**config.mk**
```make
export PLATFORM = sky130hd
export DESIGN_NAME = multi_motor_feedback_tracker
export DESIGN_NICKNAME = d
export VERILOG_FILES = /design/src/hw/rtl/mmft_pkg.sv /design/src/hw/rtl/mmft_alu.sv /design/src/hw/rtl/multi_motor_feedback_tracker.sv
export SDC_FILE = /design/constraint.sdc
export NUM_CORES = 2
export LEC_CHECK = 0
export ABC_AREA = 1
export BUFFER_PORTS_ARGS = -buffer_cell sky130_fd_sc_hd__buf_2
export CAP_MARGIN = 5
export CORE_ASPECT_RATIO = 0.8
export CORE_MARGIN = 2
export CORE_UTILIZATION = 40
export DETAILED_ROUTE_END_ITERATION = 6
export PLACE_DENSITY = 0.67
export SLEW_MARGIN = 20
export SYNTH_ARGS = -nofsm -noshare
export SYNTH_HDL_FRONTEND = slang
export SYNTH_HIERARCHICAL = 1
export SYNTH_SLANG_ARGS = --single-unit
```
**constraint.sdc**
```tcl
create_clock -name clk -period 9.1 [get_ports clk]
set_input_delay 1.365 -clock clk [delete_from_list [all_inputs] [get_ports clk]]
set_output_delay 1.365 -clock clk [all_outputs]
set_load 0.005 [all_outputs]
```
**src/hw/rtl/mmft_pkg.sv**
```systemverilog
package mmft_pkg;

    localparam int MOTOR_COUNT_DEF     = 11;
    localparam int COUNTS_PER_TURN_DEF = 8192;
    localparam int MAX_MOTORS          = 12;
    localparam int MIDX_W              = 4;
    localparam int CFG_IDX_W           = 1;
    localparam int CFG_DATA_W          = 15;
    localparam int IN_DATA_W           = 152;
    localparam int OUT_DATA_W          = 216;

    localparam logic [CFG_IDX_W-1:0] CFG_CURRENT_LIMIT   = 1'd0;
    localparam logic [CFG_IDX_W-1:0] CFG_SILENCE_TIMEOUT = 1'd1;

    localparam logic [14:0] CURRENT_LIMIT_RST   = 15'd16383;
    localparam logic [7:0]  SILENCE_TIMEOUT_RST = 8'd200;
    localparam logic [8:0]  SILENCE_RST         = 9'd200;

    localparam logic [10:0] ID_BASE      = 11'h201;
    localparam logic [10:0] IDENT_GROUP0 = 11'h200;
    localparam logic [10:0] IDENT_GROUP1 = 11'h1FF;
    localparam logic [10:0] IDENT_GROUP2 = 11'h2FF;

    typedef enum logic [2:0] {
        FUNC_FEEDBACK = 3'd0,
        FUNC_TICK     = 3'd1,
        FUNC_SET_CUR  = 3'd2,
        FUNC_SET_POS  = 3'd3,
        FUNC_SEND     = 3'd4
    } func_t;

    typedef enum logic [1:0] {
        KIND_STATUS  = 2'd0,
        KIND_COMMAND = 2'd1,
        KIND_MASK    = 2'd2
    } kind_t;

    typedef enum logic [2:0] {
        ST_IDLE,
        ST_DECODE,
        ST_WALK,
        ST_POS,
        ST_APPLY,
        ST_EMIT
    } state_t;

    typedef struct packed {
        logic [15:0] commanded_current;
        logic [10:0] connected_mask;
        logic [63:0] frame_bytes;
        logic [10:0] frame_ident;
        logic [31:0] frames_received;
        logic        is_connected;
        logic [7:0]  temperature_c;
        logic [15:0] measured_current;
        logic [15:0] speed_rpm;
        logic [31:0] position_counts;
        logic [3:0]  motor_index;
        logic [1:0]  result_kind;
    } result_t;

    typedef struct packed {
        logic        start;
        logic [1:0]  op;
        logic [31:0] a;
        logic [31:0] b;
    } alu_req_t;

endpackage

```
**src/hw/rtl/mmft_alu.sv**
```systemverilog
module mmft_alu
    import mmft_pkg::*;
(
    input  logic        clk,
    input  logic        rst_n,
    input  alu_req_t    req,
    output logic [32:0] sum
);

    logic [32:0] sum_reg;
    logic [32:0] sum_next;

    always_comb
    begin
        case (req.op)
            2'd0:    sum_next = {1'b0, req.a} + {1'b0, req.b};
            2'd1:    sum_next = {1'b0, req.a} - {1'b0, req.b};
            default: sum_next = {req.a[31], req.a} - {req.b[31], req.b};
        endcase
    end

    always_ff @(posedge clk or negedge rst_n)
    begin
        if (!rst_n)
            sum_reg <= '0;
        else if (req.start)
            sum_reg <= sum_next;
    end

    assign sum = sum_reg;

endmodule

```
**src/hw/rtl/multi_motor_feedback_tracker.sv**
```systemverilog
// Feedback tracker for a group of motors on one bus.
// Slave stream s_axis carries one operation per item: feedback frame, tick,
// set current, set position or send group. Master stream m_axis returns at
// most one result per item: a motor status, a command frame or a connection
// mask. Unknown identifiers, out of range motors, group 3 and unused codes
// return nothing.
// Items are taken one at a time: s_axis_tready is high only while idle.
// Feedback, set current and send group pass through decode, apply and emit;
// set position adds ALU steps in the position state; a tick walks every motor
// through the shared counter logic, one motor per cycle. With the receiver
// ready the next item is taken in the cycle after the previous result is
// loaded; an item that returns nothing goes back to idle straight from decode.
// A result waits in the output register until m_axis_tready; meanwhile the
// next item is taken and worked on, then held in the emit state until the
// register frees up.
// Reset clears all motor state (silence counters to 200) and loads the
// register defaults. Registers are written through cfg_we/cfg_addr/cfg_data;
// the user must write them only while idle, which the block does not enforce.
module multi_motor_feedback_tracker
    import mmft_pkg::*;
#(
    parameter int MOTOR_COUNT     = MOTOR_COUNT_DEF,
    parameter int COUNTS_PER_TURN = COUNTS_PER_TURN_DEF
)
(
    input  logic                  clk,
    input  logic                  rst_n,
    input  logic                  cfg_we,
    input  logic [CFG_IDX_W-1:0]  cfg_addr,
    input  logic [CFG_DATA_W-1:0] cfg_data,
    input  logic                  s_axis_tvalid,
    output logic                  s_axis_tready,
    // func[2:0], can_id[13:3], payload[77:14], motor_select[81:78],
    // current_request[113:82], target_position[145:114], group_select[147:146]
    input  logic [IN_DATA_W-1:0]  s_axis_tdata,
    output logic                  m_axis_tvalid,
    input  logic                  m_axis_tready,
    // result_kind[1:0], motor_index[5:2], position_counts[37:6],
    // speed_rpm[53:38], measured_current[69:54], temperature_c[77:70],
    // is_connected[78], frames_received[110:79], frame_ident[121:111],
    // frame_bytes[185:122], connected_mask[196:186], commanded_current[212:197]
    output logic [OUT_DATA_W-1:0] m_axis_tdata
);

    localparam logic [16:0] HALF = 17'(COUNTS_PER_TURN / 2);
    localparam logic [MIDX_W-1:0] LAST_M = MIDX_W'(MOTOR_COUNT - 1);

    logic [15:0] enc_reg  [MOTOR_COUNT];
    logic [31:0] turn_reg [MOTOR_COUNT];
    logic [15:0] off_reg  [MOTOR_COUNT];
    logic [15:0] spd_reg  [MOTOR_COUNT];
    logic [15:0] cur_reg  [MOTOR_COUNT];
    logic [7:0]  tmp_reg  [MOTOR_COUNT];
    logic [15:0] drv_reg  [MOTOR_COUNT];
    logic [8:0]  sil_reg  [MOTOR_COUNT];
    logic [31:0] frm_reg  [MOTOR_COUNT];
    logic [MOTOR_COUNT-1:0] link_reg;

    logic [14:0] limit_reg;
    logic [7:0]  tmo_reg;

    state_t state_reg, state_next;
    logic [2:0]   func_reg;
    logic [10:0]  id_reg;
    logic [63:0]  pay_reg;
    logic [3:0]   sel_reg;
    logic [31:0]  req_reg;
    logic [31:0]  tgt_reg;
    logic [1:0]   grp_reg;
    logic [MIDX_W-1:0] m_reg;
    logic         valid_op;
    logic [MIDX_W-1:0] m_dec;
    logic [10:0]  id_off;
    logic [MIDX_W-1:0] walk_reg;
    logic         walk_last;
    logic [1:0]   pos_step_reg;
    result_t      res_reg;
    result_t      res_next;
    logic         out_valid_reg;
    logic         emit_load;

    alu_req_t     alu_req;
    logic [32:0]  alu_sum;
    logic [31:0]  pos_now;
    logic [MOTOR_COUNT-1:0] mask_next;
    result_t      stat;
    logic [15:0]  clamp_val;
    logic signed [31:0] req_s;
    logic signed [31:0] lim_s;
    logic [63:0]  grp_bytes;
    logic [15:0]  new_raw;
    logic signed [16:0] diff;

    mmft_alu u_alu (
        .clk   (clk),
        .rst_n (rst_n),
        .req   (alu_req),
        .sum   (alu_sum)
    );

    assign s_axis_tready = (state_reg == ST_IDLE);
    assign m_axis_tvalid = out_valid_reg;
    assign m_axis_tdata  = OUT_DATA_W'(res_reg);
    assign id_off        = id_reg - ID_BASE;
    assign m_dec         = MIDX_W'(func_reg == FUNC_FEEDBACK ? id_off : 11'(sel_reg));
    assign walk_last     = (walk_reg == LAST_M);
    assign emit_load     = (state_reg == ST_EMIT) && (!out_valid_reg || m_axis_tready);

    always_comb
    begin
        valid_op = 1'b0;
        case (func_reg)
            FUNC_FEEDBACK:              valid_op = (id_reg >= ID_BASE) &&
                                                   (id_off < 11'(MOTOR_COUNT));
            FUNC_TICK:                  valid_op = 1'b1;
            FUNC_SET_CUR, FUNC_SET_POS: valid_op = (32'(sel_reg) < 32'(MOTOR_COUNT));
            FUNC_SEND:                  valid_op = (grp_reg != 2'd3);
            default:                    valid_op = 1'b0;
        endcase
    end

    // position before offset = raw + turns * cpt; the sign-extended offset is added where it is used
    assign pos_now = 32'(enc_reg[m_reg]) + turn_reg[m_reg] * 32'(COUNTS_PER_TURN);

    always_comb
    begin
        alu_req       = '0;
        alu_req.start = (state_reg == ST_POS);
        case (pos_step_reg)
            2'd0:
            begin
                alu_req.op = 2'd0;
                alu_req.a  = pos_now;
                alu_req.b  = {{16{off_reg[m_reg][15]}}, off_reg[m_reg]};
            end
            default:
            begin
                alu_req.op = 2'd1;
                alu_req.a  = tgt_reg;
                alu_req.b  = alu_sum[31:0];
            end
        endcase
    end

    always_comb
    begin
        state_next = state_reg;
        case (state_reg)
            ST_IDLE:   if (s_axis_tvalid) state_next = ST_DECODE;
            ST_DECODE:
            begin
                if (!valid_op)
                    state_next = ST_IDLE;
                else if (func_reg == FUNC_TICK)
                    state_next = ST_WALK;
                else if (func_reg == FUNC_SET_POS)
                    state_next = ST_POS;
                else
                    state_next = ST_APPLY;
            end
            ST_WALK:   if (walk_last) state_next = ST_APPLY;
            ST_POS:    if (pos_step_reg == 2'd1) state_next = ST_APPLY;
            ST_APPLY:  state_next = ST_EMIT;
            ST_EMIT:   if (!out_valid_reg || m_axis_tready) state_next = ST_IDLE;
            default:   state_next = ST_IDLE;
        endcase
    end

    assign req_s     = req_reg;
    assign lim_s     = 32'(limit_reg);
    assign clamp_val = (req_s > lim_s) ? 16'(lim_s) :
                       (req_s < -lim_s) ? 16'(-lim_s) : req_reg[15:0];
    assign new_raw   = pay_reg[63:48];
    assign diff      = $signed({1'b0, new_raw}) - $signed({1'b0, enc_reg[m_reg]});

    always_comb
    begin
        grp_bytes = '0;
        for (int i = 0; i < 4; i++)
        begin
            if ((32'(grp_reg) * 4 + i < MOTOR_COUNT) && !(grp_reg == 2'd2 && i == 3))
                grp_bytes[48-16*i +: 16] = drv_reg[MIDX_W'(32'(grp_reg) * 4 + i)];
        end
    end

    always_comb
    begin
        for (int m = 0; m < MOTOR_COUNT; m++)
            mask_next[m] = link_reg[m];
        stat                   = '0;
        stat.result_kind       = KIND_STATUS;
        stat.motor_index       = 4'(m_reg);
        stat.position_counts   = pos_now + {{16{off_reg[m_reg][15]}}, off_reg[m_reg]};
        stat.speed_rpm         = spd_reg[m_reg];
        stat.measured_current  = cur_reg[m_reg];
        stat.temperature_c     = tmp_reg[m_reg];
        stat.is_connected      = link_reg[m_reg];
        stat.frames_received   = frm_reg[m_reg];
        stat.commanded_current = drv_reg[m_reg];
    end

    always_comb
    begin
        res_next = stat;
        case (func_reg)
            FUNC_TICK:
            begin
                res_next                = '0;
                res_next.result_kind    = KIND_MASK;
                res_next.connected_mask = 11'(mask_next);
            end
            FUNC_SEND:
            begin
                res_next             = '0;
                res_next.result_kind = KIND_COMMAND;
                res_next.frame_ident = (grp_reg == 2'd0) ? IDENT_GROUP0 :
                                       (grp_reg == 2'd1) ? IDENT_GROUP1 :
                                                           IDENT_GROUP2;
                res_next.frame_bytes = grp_bytes;
            end
            default: ;
        endcase
    end

    always_ff @(posedge clk or negedge rst_n)
    begin
        if (!rst_n)
        begin
            state_reg     <= ST_IDLE;
            limit_reg     <= CURRENT_LIMIT_RST;
            tmo_reg       <= SILENCE_TIMEOUT_RST;
            link_reg      <= '0;
            out_valid_reg <= 1'b0;
            res_reg       <= '0;
            walk_reg      <= '0;
            pos_step_reg  <= '0;
            m_reg         <= '0;
            for (int m = 0; m < MOTOR_COUNT; m++)
            begin
                enc_reg[m]  <= '0;
                turn_reg[m] <= '0;
                off_reg[m]  <= '0;
                spd_reg[m]  <= '0;
                cur_reg[m]  <= '0;
                tmp_reg[m]  <= '0;
                drv_reg[m]  <= '0;
                sil_reg[m]  <= SILENCE_RST;
                frm_reg[m]  <= '0;
            end
        end
        else
        begin
            state_reg <= state_next;
            if (cfg_we)
            begin
                case (cfg_addr)
                    CFG_CURRENT_LIMIT:   limit_reg <= cfg_data;
                    CFG_SILENCE_TIMEOUT: tmo_reg   <= cfg_data[7:0];
                    default:             ;
                endcase
            end
            if (emit_load)
                out_valid_reg <= 1'b1;
            else if (out_valid_reg && m_axis_tready)
                out_valid_reg <= 1'b0;
            case (state_reg)
                ST_IDLE:
                begin
                    if (s_axis_tvalid)
                    begin
                        func_reg <= s_axis_tdata[2:0];
                        id_reg   <= s_axis_tdata[13:3];
                        pay_reg  <= s_axis_tdata[77:14];
                        sel_reg  <= s_axis_tdata[81:78];
                        req_reg  <= s_axis_tdata[113:82];
                        tgt_reg  <= s_axis_tdata[145:114];
                        grp_reg  <= s_axis_tdata[147:146];
                    end
                end
                ST_DECODE:
                begin
                    m_reg        <= m_dec;
                    walk_reg     <= '0;
                    pos_step_reg <= '0;
                end
                ST_WALK:
                begin
                    if (sil_reg[walk_reg] > 9'(tmo_reg))
                    begin
                        link_reg[walk_reg] <= 1'b0;
                        sil_reg[walk_reg]  <= 9'(tmo_reg);
                    end
                    else
                        sil_reg[walk_reg] <= sil_reg[walk_reg] + 9'd1;
                    walk_reg <= walk_reg + 1'b1;
                end
                ST_POS:
                    pos_step_reg <= pos_step_reg + 2'd1;
                ST_APPLY:
                begin
                    case (func_reg)
                        FUNC_FEEDBACK:
                        begin
                            enc_reg[m_reg] <= new_raw;
                            spd_reg[m_reg] <= pay_reg[47:32];
                            cur_reg[m_reg] <= pay_reg[31:16];
                            tmp_reg[m_reg] <= pay_reg[15:8];
                            if (diff > $signed(HALF))
                                turn_reg[m_reg] <= turn_reg[m_reg] - 32'd1;
                            else if (diff < -$signed(HALF))
                                turn_reg[m_reg] <= turn_reg[m_reg] + 32'd1;
                            sil_reg[m_reg]  <= '0;
                            frm_reg[m_reg]  <= frm_reg[m_reg] + 32'd1;
                            link_reg[m_reg] <= 1'b1;
                        end
                        FUNC_SET_CUR: drv_reg[m_reg] <= clamp_val;
                        FUNC_SET_POS: off_reg[m_reg] <= off_reg[m_reg] + alu_sum[15:0];
                        default:      ;
                    endcase
                end
                ST_EMIT:
                begin
                    if (emit_load)
                        res_reg <= res_next;
                end
                default: ;
            endcase
        end
    end

`ifndef SYNTHESIS
    assert property (@(posedge clk) disable iff (!rst_n)
        m_axis_tvalid && !m_axis_tready |=> m_axis_tvalid)
        else $error("result dropped while stalled");
    assert property (@(posedge clk) disable iff (!rst_n)
        s_axis_tready |-> !(state_reg == ST_WALK))
        else $error("ready during tick walk");
    assert property (@(posedge clk) disable iff (!rst_n)
        state_reg == ST_WALK |-> walk_reg <= LAST_M)
        else $error("walk index out of range");
`endif

endmodule

```
==> flow_summary.ini <==
[die]
rows = 162
initial_core_util_pct = 40.1
pin_count = 391
die_y_um = 446
coreArea_um2 = 243000
dieArea_um2 = 248000
die_w_um = 556

[yosys]
synthCells = 11900
syn_avg_cell_area_um2 = 8.23
synthesis.yosys.warnings = 6
synth_area_um2 = 97600

[clocking]
cts_buffers = 212
cts_root_buffer = clkbuf_16
clockBufferDepth = 4
path_clk_slew_ns = 0.07
h-tree-depth = 4
post-cts-setup-buffer-count = 0
cts_tree = built
post_cts_resized = 0
clkSinkCount = 2021
clock_latency_ns = 0.92
cts-hold-fix-buffers = 0

[worst_setup_path]
path_buf_inv = 5
r2r-start = m_reg[0]
cp.required_ns = 9.87
critical_path.top_delay_family = simple AND/OR/NAND/NOR gates
crit_start = m_reg[0]
r2r-end = turn_reg[265]
rr_worst_depth = 25
reg2reg_slack_ns = 2.20
crit_path_max_incr_delay_ns = 0.92
critPathArrivalTime_ns = 7.67
start_kind = register
critPathMaxFanout = 56
path_class = register to register
cpMostUsedCell = nand2_1
crit_path_end = turn_reg[265]
end_kind = register
crit_cells = 25
cpMaxStageDelayCell = nand2_1

[sta]
tightest_slew_ns = 1.19
maxSlewViolCount = 0
fin_crit_sh_pct = 75.8
setup-violations-final = 0
grt_setup_unrepaired = false
setup-tns-final_ns = 0
fmax_ghz = 0.145
hold_viol = 0
maxSlewHeadroom_pct = 20.0
hold_ws_ns = 0.386
fin_crit_ns = 6.90
clock_skew_ns = 0.116

[placed_design]
portBuffers = 358
place_area_um2 = 101000
hpwl_um = 201000
place_congestion = 0.942

[finish]
finalNetCount = 12100
syn2layout_area_growth_pct = 11.1
drive_above_1_share_pct = 8.97
largest_reg_flops = 352
finalInstanceArea_um2 = 108000
multiInputGateArea_um2 = 40000
register_area_um2 = 51300
n_fill_cell = 23700

[global_routing]
gr-total-overflow = 0
antenna_found_initial = 6
grt_pass1_wl_um = 491000
grt_max_degree = 182
grtUsageTotal_pct = 25.6
grt_pass1_vias = 78200

[routing]
drc = 0
drt_wl_total_um = 324000
vias = 83800
via_per_inst = 5.52
wl_per_cell_um = 21.3
drt-pass1-iter-count = 6
ant_nets = 0
first_iter_violations = 10100

[power]
irDropWorstVdd_mv = 0.302
p_leak_uw = 0.0520
p_per_area_nw_per_um2 = 327

[run_status]
status = complete, no violations

[min_path]
hold_class = primary input to async pin

[flow_run]
maxCapViolCount = 0
[area by class of cell]
type | instances | area share, %
Multi-Input combinational cell | 8254 | 36.9
Clock inverter | 74 | 0.724
Sequential cell | 2021 | 47.3
Antenna cell | 3 | 0.00693
Clock buffer | 308 | 5.69
Inverter | 812 | 2.88
Tap cell | 3198 | 3.69
Timing Repair Buffer | 503 | 2.83
[report_power, final]
part | switching [uW] | leakage (uW) | total (uW) | internal [uW]
registers | 1130 | 0.0272 | 12000 | 10900
clock network | 3790 | 0.00343 | 8840 | 5050
logic | 10600 | 0.0214 | 14600 | 4020
[metrics by stage]
step | power, uW | setup slack [ns] | utilization (%) | std cells
after floorplan | 21800 | 1.95 | - | 11900
after global placement | 26100 | 2.29 | 41.7 | 14800
after detailed placement | 26300 | 2.27 | 41.7 | 14800
after CTS | 35200 | 2.29 | 44.6 | 15200
after global routing | 37500 | 1.80 | 44.6 | 15200
final | 35400 | 2.20 | 44.6 | 15200
[per-layer routing]
layer,GRT usage (%),up-vias,wire [um]
met4,9.88,0,14100
met1,36.7,40400,140000
li1,-,38900,-
met3,4.42,655,29400
met5,0,-,0
met2,38.6,3911,140000
[placed cells by master, fill, tap and decap left out, drive strengths merged, types with 165 or more instances in the layout]
master     n
a21oi    320
dfrtp   1847
nand3    488
o21ai   1419
a22oi    419
buf      503
ha       165
nor2     522
clkbuf   308
nand2   4244
inv      809
[worst min-delay path by stage]
stage,from,endpoint,depth (start not counted)
6_report,rst_n,u_alu/sum[14],1
5_1_grt,rst_n,u_alu/sum[14],1
4_1_cts,rst_n,u_alu/sum[14],1
3_5_place_dp,m_axis_tdata[23],m_axis_tdata[23],2
3_3_place_gp,sil_reg[25],sil_reg[25],2
2_1_floorplan,sil_reg[25],sil_reg[25],2
Note: power is estimated with default switching activity, not from simulation.
